<file path="src/rtl/spimhs_pkg.sv">
// shared types, state codes and constants for the spi handshake master
package spimhs_pkg;

    localparam int MAX_TRANSFER = 2048;
    localparam int HEADER_LEN   = 4;

    localparam logic [15:0] TIMEOUT_RESET = 16'd1000;

    // event codes
    localparam logic [2:0] CMD_START_SEND = 3'd0;
    localparam logic [2:0] CMD_SLAVE_IRQ  = 3'd1;
    localparam logic [2:0] CMD_SPI_DONE   = 3'd2;
    localparam logic [2:0] CMD_SYNC       = 3'd3;
    localparam logic [2:0] CMD_TICK       = 3'd4;

    // master state codes
    localparam logic [3:0] ST_INIT           = 4'd0;
    localparam logic [3:0] ST_SEND_HDR       = 4'd1;
    localparam logic [3:0] ST_SEND_HDR_DONE  = 4'd2;
    localparam logic [3:0] ST_HDR_RECEIVED   = 4'd4;
    localparam logic [3:0] ST_SEND_DATA      = 4'd5;
    localparam logic [3:0] ST_SEND_DATA_DONE = 4'd6;
    localparam logic [3:0] ST_RECV_DATA      = 4'd7;
    localparam logic [3:0] ST_RECV_DATA_DONE = 4'd8;
    localparam logic [3:0] ST_SYNC           = 4'd9;
    localparam logic [3:0] ST_ERROR          = 4'd10;

    // link status codes
    localparam logic [1:0] S_OK      = 2'd0;
    localparam logic [1:0] S_ERROR   = 2'd1;
    localparam logic [1:0] S_BUSY    = 2'd2;
    localparam logic [1:0] S_TIMEOUT = 2'd3;

    // transfer sources
    localparam logic [1:0] SRC_BUFFER  = 2'd0;
    localparam logic [1:0] SRC_HEADER  = 2'd1;
    localparam logic [1:0] SRC_PAYLOAD = 2'd2;

    // response bytes
    localparam logic [7:0] RESP_HDR_ACK  = 8'd3;
    localparam logic [7:0] RESP_DATA_ACK = 8'd4;
    localparam logic [7:0] ACK_HDR_OK    = 8'd2;
    localparam logic [7:0] ACK_DATA_OK   = 8'd3;

    localparam logic [7:0] CHECKSUM_OK = 8'hFF;

    localparam int IN_TDATA_W  = 56;
    localparam int OUT_TDATA_W = 72;

    typedef struct packed {
        logic [3:0]  master_state;
        logic [1:0]  master_status;
        logic [15:0] payload_size;
        logic [15:0] wait_count;
        logic        waiting_ready;
        logic        pin_level;
    } t_ctx;

    typedef struct packed {
        logic [2:0]  cmd;
        logic        slave_busy;
        logic [15:0] send_size;
        logic [31:0] rx_word;
    } t_event;

    typedef struct packed {
        logic [1:0]  link_status;
        logic [3:0]  link_state;
        logic        status_pin;
        logic        request_pulse;
        logic        spi_start;
        logic [11:0] spi_length;
        logic [1:0]  spi_source;
        logic [31:0] tx_first_word;
        logic [11:0] rx_length;
        logic        rx_ready;
        logic        send_rejected;
    } t_result;

    // length rounded up to whole words, kept to the 12 bit transfer field
    function automatic logic [11:0] round4(input logic [15:0] n);
        logic [16:0] s;
        s = {1'b0, n} + 17'd3;
        return {s[11:2], 2'b00};
    endfunction

endpackage

</file>
<file path="src/rtl/spimhs_step.sv">
// next-state and result logic for one link event
module spimhs_step (
    input  spimhs_pkg::t_ctx    i_ctx,
    input  spimhs_pkg::t_event  i_evt,
    input  logic [15:0]         i_ready_timeout,
    output spimhs_pkg::t_ctx    o_ctx,
    output spimhs_pkg::t_result o_res
);

    logic [15:0] lim;
    logic [15:0] wc_base;
    logic [15:0] wc_inc;
    logic        start_ok;
    logic        do_wait;
    logic        do_handle;
    logic        irq;
    logic [7:0]  b0;
    logic [7:0]  b1;
    logic [7:0]  b2;
    logic [7:0]  hdr_sum;
    logic [15:0] rx_size;
    logic [7:0]  tx_lo;
    logic [7:0]  tx_hi;
    logic [7:0]  tx_ck;

    assign b0      = i_evt.rx_word[7:0];
    assign b1      = i_evt.rx_word[15:8];
    assign b2      = i_evt.rx_word[23:16];
    assign hdr_sum = b0 + b1 + b2;
    assign rx_size = {b1, b0};
    assign tx_lo   = i_ctx.payload_size[7:0];
    assign tx_hi   = i_ctx.payload_size[15:8];
    assign tx_ck   = ~(tx_lo + tx_hi);

    // a zero timeout acts as one
    assign lim = (i_ready_timeout == 16'd0) ? 16'd1 : i_ready_timeout;

    assign start_ok = (i_evt.send_size <= 16'(spimhs_pkg::MAX_TRANSFER))
                   && (i_ctx.master_status == spimhs_pkg::S_OK)
                   && !i_ctx.waiting_ready
                   && (i_ctx.master_state == spimhs_pkg::ST_INIT);

    assign wc_base = (i_evt.cmd == spimhs_pkg::CMD_START_SEND) ? 16'd0 : i_ctx.wait_count;
    assign wc_inc  = wc_base + 16'd1;

    always_comb begin
        o_ctx     = i_ctx;
        o_res     = '0;
        do_wait   = 1'b0;
        do_handle = 1'b0;
        irq       = 1'b0;

        unique case (i_evt.cmd)
            spimhs_pkg::CMD_START_SEND: begin
                if (start_ok) begin
                    o_ctx.payload_size = i_evt.send_size;
                    do_wait = 1'b1;
                end else begin
                    o_res.send_rejected = 1'b1;
                end
            end
            spimhs_pkg::CMD_SLAVE_IRQ: begin
                if (i_evt.slave_busy) begin
                    o_ctx = '0;
                end else begin
                    do_handle = 1'b1;
                    irq = 1'b1;
                end
            end
            spimhs_pkg::CMD_SPI_DONE: begin
                do_handle = (i_ctx.master_state != spimhs_pkg::ST_INIT);
            end
            spimhs_pkg::CMD_SYNC: begin
                o_ctx = '0;
                o_res.request_pulse = 1'b1;
            end
            spimhs_pkg::CMD_TICK: begin
                do_wait = i_ctx.waiting_ready;
            end
            default: begin
            end
        endcase

        // ready wait: count a busy sample, time out at the limit, or go ahead with the request
        if (do_wait) begin
            if (i_evt.slave_busy) begin
                if (wc_inc >= lim) begin
                    o_ctx.waiting_ready = 1'b0;
                    o_ctx.wait_count = 16'd0;
                    o_ctx.master_status = spimhs_pkg::S_TIMEOUT;
                end else begin
                    o_ctx.waiting_ready = 1'b1;
                    o_ctx.wait_count = wc_inc;
                    o_ctx.master_status = spimhs_pkg::S_BUSY;
                end
            end else begin
                o_ctx.waiting_ready = 1'b0;
                o_ctx.wait_count = 16'd0;
                o_ctx.master_state = spimhs_pkg::ST_SEND_HDR;
                o_ctx.master_status = spimhs_pkg::S_BUSY;
                o_res.request_pulse = 1'b1;
            end
        end

        if (do_handle) begin
            unique case (i_ctx.master_state)
                spimhs_pkg::ST_INIT: begin
                    if (irq && !i_ctx.waiting_ready) begin
                        o_ctx.master_state = spimhs_pkg::ST_HDR_RECEIVED;
                        o_ctx.master_status = spimhs_pkg::S_BUSY;
                        o_ctx.pin_level = 1'b1;
                        o_res.spi_start = 1'b1;
                        o_res.spi_length = spimhs_pkg::round4(16'(spimhs_pkg::HEADER_LEN));
                        o_res.spi_source = spimhs_pkg::SRC_BUFFER;
                        o_res.tx_first_word = {24'd0, spimhs_pkg::RESP_HDR_ACK};
                    end
                end
                spimhs_pkg::ST_SEND_HDR: begin
                    o_ctx.pin_level = 1'b1;
                    if (irq) begin
                        o_ctx.master_state = spimhs_pkg::ST_SEND_HDR_DONE;
                        o_res.spi_start = 1'b1;
                        o_res.spi_length = spimhs_pkg::round4(16'(spimhs_pkg::HEADER_LEN));
                        o_res.spi_source = spimhs_pkg::SRC_HEADER;
                        o_res.tx_first_word = {8'd0, tx_ck, tx_hi, tx_lo};
                    end
                end
                spimhs_pkg::ST_HDR_RECEIVED: begin
                    if (hdr_sum == spimhs_pkg::CHECKSUM_OK
                        && rx_size <= 16'(spimhs_pkg::MAX_TRANSFER)) begin
                        o_ctx.payload_size = rx_size;
                        o_ctx.master_state = spimhs_pkg::ST_RECV_DATA;
                    end else begin
                        o_ctx.master_state = spimhs_pkg::ST_ERROR;
                        o_ctx.master_status = spimhs_pkg::S_ERROR;
                    end
                    o_ctx.pin_level = 1'b0;
                end
                spimhs_pkg::ST_RECV_DATA: begin
                    if (irq) begin
                        o_ctx.pin_level = 1'b1;
                        o_ctx.master_state = spimhs_pkg::ST_RECV_DATA_DONE;
                        o_res.spi_start = 1'b1;
                        o_res.spi_length = spimhs_pkg::round4(i_ctx.payload_size);
                        o_res.spi_source = spimhs_pkg::SRC_BUFFER;
                        o_res.tx_first_word = {24'd0, spimhs_pkg::RESP_DATA_ACK};
                    end
                end
                spimhs_pkg::ST_RECV_DATA_DONE: begin
                    o_ctx.master_state = spimhs_pkg::ST_INIT;
                    o_ctx.master_status = spimhs_pkg::S_OK;
                    o_ctx.pin_level = 1'b0;
                    o_res.rx_ready = 1'b1;
                    o_res.rx_length = i_ctx.payload_size[11:0];
                end
                spimhs_pkg::ST_SEND_HDR_DONE: begin
                    if (b0 == spimhs_pkg::ACK_HDR_OK) begin
                        o_ctx.master_state = spimhs_pkg::ST_SEND_DATA;
                        o_ctx.pin_level = 1'b0;
                    end else begin
                        o_ctx.master_state = spimhs_pkg::ST_ERROR;
                        o_ctx.master_status = spimhs_pkg::S_ERROR;
                        o_ctx.pin_level = 1'b1;
                    end
                end
                spimhs_pkg::ST_SEND_DATA: begin
                    o_ctx.pin_level = 1'b1;
                    if (irq) begin
                        o_ctx.master_state = spimhs_pkg::ST_SEND_DATA_DONE;
                        o_res.spi_start = 1'b1;
                        o_res.spi_length = spimhs_pkg::round4(i_ctx.payload_size);
                        o_res.spi_source = spimhs_pkg::SRC_PAYLOAD;
                    end
                end
                spimhs_pkg::ST_SEND_DATA_DONE: begin
                    if (b0 == spimhs_pkg::ACK_DATA_OK) begin
                        o_ctx.master_state = spimhs_pkg::ST_INIT;
                        o_ctx.master_status = spimhs_pkg::S_OK;
                        o_ctx.pin_level = 1'b0;
                    end else begin
                        o_ctx.master_state = spimhs_pkg::ST_ERROR;
                        o_ctx.master_status = spimhs_pkg::S_ERROR;
                        o_ctx.pin_level = 1'b1;
                    end
                end
                spimhs_pkg::ST_SYNC: begin
                    o_ctx = '0;
                    o_res.request_pulse = 1'b1;
                end
                default: begin
                    // error state and undefined codes
                    o_ctx.master_state = spimhs_pkg::ST_ERROR;
                    o_ctx.master_status = spimhs_pkg::S_ERROR;
                    o_ctx.pin_level = 1'b1;
                end
            endcase
        end

        o_res.link_status = o_ctx.master_status;
        o_res.link_state  = o_ctx.master_state;
        o_res.status_pin  = o_ctx.pin_level;
    end

endmodule

</file>
<file path="src/rtl/spi_ipc_master_handshake_fsm_top.sv">
// top level of the spi handshake master: event stream in, result stream out
//
// Takes one event per clock while the output is not stalled and gives one
// result per event, in order. An accepted event lands in an input register;
// when the output register is free or draining, the link state is updated
// and the result is written to the output register. The sustained rate of
// one event per cycle is set by the single pass of next-state logic between
// the two registers. While the output is stalled the input register holds
// one more event and then the input stalls too. The ready timeout register
// sits at byte address 0 and is meant to be written while no event is in
// flight.
module spi_ipc_master_handshake_fsm_top (
    input  logic        i_clk,
    input  logic        i_rst_n,
    // config port
    input  logic        psel,
    input  logic        penable,
    input  logic        pwrite,
    input  logic [2:0]  paddr,
    input  logic [31:0] pwdata,
    output logic [31:0] prdata,
    output logic        pready,
    // event stream
    input  logic        i_s_tvalid,
    output logic        o_s_tready,
    // tdata: slave_busy[0], send_size[16:1], rx_word[48:17], zero pad[55:49]
    input  logic [spimhs_pkg::IN_TDATA_W-1:0] i_s_tdata,
    // tuser: cmd[2:0]
    input  logic [2:0]  i_s_tuser,
    // result stream
    output logic        o_m_tvalid,
    input  logic        i_m_tready,
    // tdata: link_status[1:0], link_state[5:2], status_pin[6], request_pulse[7],
    // spi_start[8], spi_length[20:9], spi_source[22:21], tx_first_word[54:23],
    // rx_length[66:55], rx_ready[67], send_rejected[68], zero pad[71:69]
    output logic [spimhs_pkg::OUT_TDATA_W-1:0] o_m_tdata
);

    logic [15:0]         r_ready_timeout;
    logic                r_in_valid;
    spimhs_pkg::t_event  r_in;
    logic                r_out_valid;
    spimhs_pkg::t_result r_out;
    spimhs_pkg::t_ctx    r_ctx;

    spimhs_pkg::t_ctx    n_ctx;
    spimhs_pkg::t_result n_out;

    logic advance;
    logic accept;
    logic cfg_wr;

    assign pready = 1'b1;
    assign cfg_wr = psel && penable && pwrite && (paddr[2] == 1'b0);
    assign prdata = (paddr[2] == 1'b0) ? {16'd0, r_ready_timeout} : 32'd0;

    always_ff @(posedge i_clk) begin
        if (!i_rst_n) begin
            r_ready_timeout <= spimhs_pkg::TIMEOUT_RESET;
        end else if (cfg_wr) begin
            r_ready_timeout <= pwdata[15:0];
        end
    end

    // event moves to the result register when that register is free or draining
    assign advance    = r_in_valid && (!r_out_valid || i_m_tready);
    assign o_s_tready = !r_in_valid || advance;
    assign accept     = i_s_tvalid && o_s_tready;

    spimhs_step u_step (
        .i_ctx           (r_ctx),
        .i_evt           (r_in),
        .i_ready_timeout (r_ready_timeout),
        .o_ctx           (n_ctx),
        .o_res           (n_out)
    );

    always_ff @(posedge i_clk) begin
        if (!i_rst_n) begin
            r_in_valid  <= 1'b0;
            r_out_valid <= 1'b0;
            r_ctx       <= '0;
        end else begin
            if (accept) begin
                r_in_valid <= 1'b1;
            end else if (advance) begin
                r_in_valid <= 1'b0;
            end
            if (advance) begin
                r_out_valid <= 1'b1;
                r_ctx       <= n_ctx;
            end else if (i_m_tready) begin
                r_out_valid <= 1'b0;
            end
        end
    end

    always_ff @(posedge i_clk) begin
        if (accept) begin
            r_in.cmd        <= i_s_tuser;
            r_in.slave_busy <= i_s_tdata[0];
            r_in.send_size  <= i_s_tdata[16:1];
            r_in.rx_word    <= i_s_tdata[48:17];
        end
        if (advance) begin
            r_out <= n_out;
        end
    end

    assign o_m_tvalid = r_out_valid;
    assign o_m_tdata  = {3'd0,
                         r_out.send_rejected,
                         r_out.rx_ready,
                         r_out.rx_length,
                         r_out.tx_first_word,
                         r_out.spi_source,
                         r_out.spi_length,
                         r_out.spi_start,
                         r_out.request_pulse,
                         r_out.status_pin,
                         r_out.link_state,
                         r_out.link_status};

endmodule

</file>
<file path="config.mk">
export PLATFORM = sky130hd
export DESIGN_NAME = spi_ipc_master_handshake_fsm_top
export DESIGN_NICKNAME = d
export VERILOG_FILES = /design/src/rtl/spimhs_pkg.sv /design/src/rtl/spimhs_step.sv /design/src/rtl/spi_ipc_master_handshake_fsm_top.sv
export SDC_FILE = /design/constraint.sdc
export NUM_CORES = 1
export LEC_CHECK = 0
export BUFFER_PORTS_ARGS = -buffer_cell sky130_fd_sc_hd__buf_4
export CORE_ASPECT_RATIO = 1.1
export CORE_MARGIN = 4
export CORE_UTILIZATION = 42
export DETAILED_ROUTE_END_ITERATION = 10
export PLACE_DENSITY = 0.64
export SYNTH_ARGS = -nofsm -noshare
export SYNTH_HDL_FRONTEND = slang
export SYNTH_HIERARCHICAL = 1
export SYNTH_SLANG_ARGS = --single-unit
</file>
<file path="constraint.sdc">
create_clock -name i_clk -period 8.97 [get_ports i_clk]
set_input_delay 1.3455 -clock i_clk [delete_from_list [all_inputs] [get_ports i_clk]]
set_output_delay 1.3455 -clock i_clk [all_outputs]
set_load 0.005 [all_outputs]
</file>
Word level (Yosys, flattened, before mapping)

Index checks and enable logic that the tools add are counted.

Register bits after elaboration: 171
Bits of input ports: 101

$add $sub $neg: 5
Order comparisons: 3
Equal/unequal tests: 15
Muxes and demuxes: 58
Bitwise logic cells: 2
Reductions and logical operators: 26

Operators by type and width:

| kind                    | count |
|---|---|
| $mux W47                | 3 |
| $mux W40                | 3 |
| $pmux W32 S3            | 1 |
| $mux W16                | 5 |
| $mux W17                | 4 |
| $mux W61                | 1 |
| $pmux W15 S4            | 1 |
| $pmux W16 S3            | 1 |
| $pmux W18 S2            | 1 |
| $le A16 B12 Y1 const B  | 2 |
| $pmux W16 S2            | 1 |
| $pmux W4 S8             | 1 |
| $add A8 B8 Y8           | 3 |
| $mux W4                 | 6 |
| $mux W6                 | 3 |
| $mux W1                 | 17 |
| $add A16 B1 Y16 const B | 1 |
| $eq A4 B3 Y1 const B    | 4 |
| $eq A8 B2 Y1 const B    | 2 |
| $ge A16 B16 Y1          | 1 |
| $logic_not A16 Y1       | 1 |
| $mux W15                | 1 |
| $mux W13                | 1 |
| $add A12 B2 Y12 const B | 1 |
| 25 further kinds        | 44 |

Depth between registers and ports, before layout

Depth after elaboration: 10
Depth in mapped cells: 21

Modules after synthesis

Netlist, hierarchy kept.

By module, submodules not included:

| module                           | instances | cells an instance | area an instance (µm²) | seq. area each (µm²) |
|---|---|---|---|---|
| spi_ipc_master_handshake_fsm_top | 1         | 408               | 6234.7                 | 4794.6 |
| spimhs_step                      | 1         | 532               | 3478.3                 | 0.0 |

Worst setup path after synthesis

No wires, ideal clock.

Path type: register to register
Start point: reg r_in[50] (netlist bit)
End point: reg r_ctx[10] (netlist bit)
Arrival time: 3.904 ns
Setup slack: 4.948 ns
Stages on the path, launching flop included: 22
Buffers on the path: 4
Clock period less this slack: 4.022 ns
Cell sequence: edfxtp_1 > clkbuf_1 > nor3_2 > clkbuf_1 > nor2b_1 > ha_1 > and3_1 > clkbuf_1 > and3_1 > nand3_1 > xor2_1 > nor2_1 > ha_1 > nand2_1 > nor2_1 > nand2_1 > o21ai_0 > or2_2 > clkbuf_1 > o21ai_1 > nand2_1 > mux2i_1

RTL lines:

| what                   | line                                   | source |
|---|---|---|
| start: declaration     | spi_ipc_master_handshake_fsm_top.sv:41 | `spimhs_pkg::t_event r_in;` |
| end signal: assignment | spi_ipc_master_handshake_fsm_top.sv:91 | `r_ctx <= n_ctx;` |
| end: declaration       | spi_ipc_master_handshake_fsm_top.sv:44 | `spimhs_pkg::t_ctx r_ctx;` |

==> flow_metrics.tcl <==
set metrics [dict create \
    crit_type "reg -> reg" \
    clockBufferDepth 2 \
    cts_tree "yes" \
    cap_violations 0 \
    hold_ws_ns 0.475 \
    ant_nets 0 \
    firstDrtPassIters 5 \
    antenna_cells 0 \
    hold_end "r_ctx[35]" \
    num_vias 6826 \
    drc 0 \
    routabilityCongestion 0.875 \
    grt_usage_pct 16.8 \
    r2r_start "r_in[51]" \
    wl_um 20700 \
    final_cell_count_no_fill 1358 \
    finalSetupViolCount 0 \
    first_global_vias 6435 \
    drv_slew 0 \
    die_y_um 166 \
    synth_area_sq_um 9470 \
    avgSynthCellArea_sq_um 10.2 \
    layout_min_cycle_time_ns 4.21 \
    crit_path_start_kind "flip-flop" \
    r2r_cells 18 \
    synth_cells 932 \
    outcome "finished, final reports clean" \
    hold_start "r_ctx[35]" \
    fin_util_pct 50.4 \
    cts_htree_levels 4 \
    powerDensity_nw_per_um2 159 \
    setup_tns_ns 0 \
    io_pins 208 \
    cp.required_ns 9.25 \
    whs_path_depth 2 \
    yosys_warnings 6 \
    hold_viol 0 \
    cts_setup_buffers 0 \
    drt-initial-drc-count 456 \
    dp_cells 1326 \
    fmax_ghz 0.238 \
    antenna_found_initial 0 \
    port_buffers 154 \
    clock_latency_ns 0.43 \
    worst_pin_slew_ns 1.12 \
    reg2reg_to "r_ctx[3]" \
    cts_resized 0 \
    finalClockSkew_ns 0.0144 \
    wire_per_inst_um 15.2 \
    end_kind "flip-flop" \
    die-area_sq_um 25000 \
    final_nets 1190 \
    placementRows 57 \
    cts_buffers 17 \
    drive_above_1_share_pct 21.1 \
    path_clk_slew_ns 0.07 \
    cp_max_fo 18 \
    reg2reg_slack_ns 4.76 \
    hp-class "reg -> reg" \
    leakage_uw 0.00454 \
    core_sq_um 22100 \
    die_w_um 151 \
    slew_headroom_pct 25.2 \
    hpwl_um 14600 \
    min_period_over_period_pct 46.9 \
    clock-sinks 171 \
    cp_data_arrival_time_ns 4.49 \
    via_per_inst 5.03 \
    grt_pass1_wl_um 33300 \
    start_util_pct 42.8 \
    syn2layout_area_growth_pct 17.6 \
    rsz0062_at_grt "false" \
    grt_max_degree 109 \
    holdBufCountCts 0 \
    cts-root-buf "clkbuf_16" \
    peakVddDrop_mv 0.128 \
    grt_overflow 0 \
]
-- registers in the layout, summed over array words and instances (netlist names) --
signal	flops
o_m_tvalid	1
r_ready_timeout	16
r_in	44
o_m_tdata	69
r_ctx	40
r_in_valid	1
-- worst max-delay path, cell delays in order, from the launching register on --
cell and delay [ns]:
edfxtp_1 0.56, nor3_2 0.09, buf_4 0.22, nor2b_1 0.26, ha_1 0.24, and3_1 0.31, and3_1 0.20, nand3_1 0.08
xor2_1 0.26, nor2_1 0.07, ha_1 0.28, nand2_1 0.06, nor2_1 0.13, nand2_1 0.06, o21ai_0 0.53, or2_2 0.41
o21ai_0 0.14, nand2_1 0.07, mux2i_1 0.08
-- metal layers --
layer  vias to the layer above  global-route usage (%)  wire length [um]
met5                         -                       0                 0
met4                         0                    4.53               229
met3                        15                    3.66              1240
met2                       189                    26.6              9500
met1                      3174                    23.4              9720
li1                       3448                       -                 -
-- where the power goes --
| group | switching [uW] | internal (uW) |
|---|---|---|
| Sequential | 17.4 | 867 |
| Combinational | 75.7 | 70.5 |
| Clock | 344 | 399 |
-- layout by cell type, fill, tap and decap left out, drive strengths merged, types with 30 or more instances in the layout --
cell,count
mux2i,57
conb,30
o21ai,45
nand2,173
dfxtp,58
nand3,35
buf,160
nor2,51
edfxtp,113
ha,30
and2,30
inv,30
-- worst max path at each step --
| stage | startpoint | to | slack [ns] |
|---|---|---|---|
| after global routing | r_in[51] | r_ctx[3] | 4.31 |
| final | r_in[51] | r_ctx[3] | 4.76 |
| after global placement | r_in[51] | r_ctx[3] | 4.85 |
| after floorplan | r_in[50] | r_ctx[10] | 4.95 |
| after CTS | r_in[51] | r_ctx[3] | 4.80 |
| after detailed placement | r_in[51] | r_ctx[3] | 4.82 |
-- metrics by stage --
stage | total power (uW) | area, sq um | worst slack, ns
6_report | 1770 | 11100 | 4.76
5_1_grt | 1850 | 11100 | 4.31
4_1_cts | 1790 | 11100 | 4.80
3_5_place_dp | 1050 | 10500 | 4.82
3_3_place_gp | 1050 | 10500 | 4.85
2_1_floorplan | 995 | 9570 | 4.95
-- area by class of cell --
class                           instances  area (sq um)
Sequential cell                       171          4550
Fill cell                            2040         11000
Inverter                               24          90.1
Clock inverter                         15           180
Clock buffer                           17           425
Multi-Input combinational cell        676          4320
Timing Repair Buffer                  160          1200
Tap cell                              295           369
No activity file was read; power rests on OpenSTA's default activity.
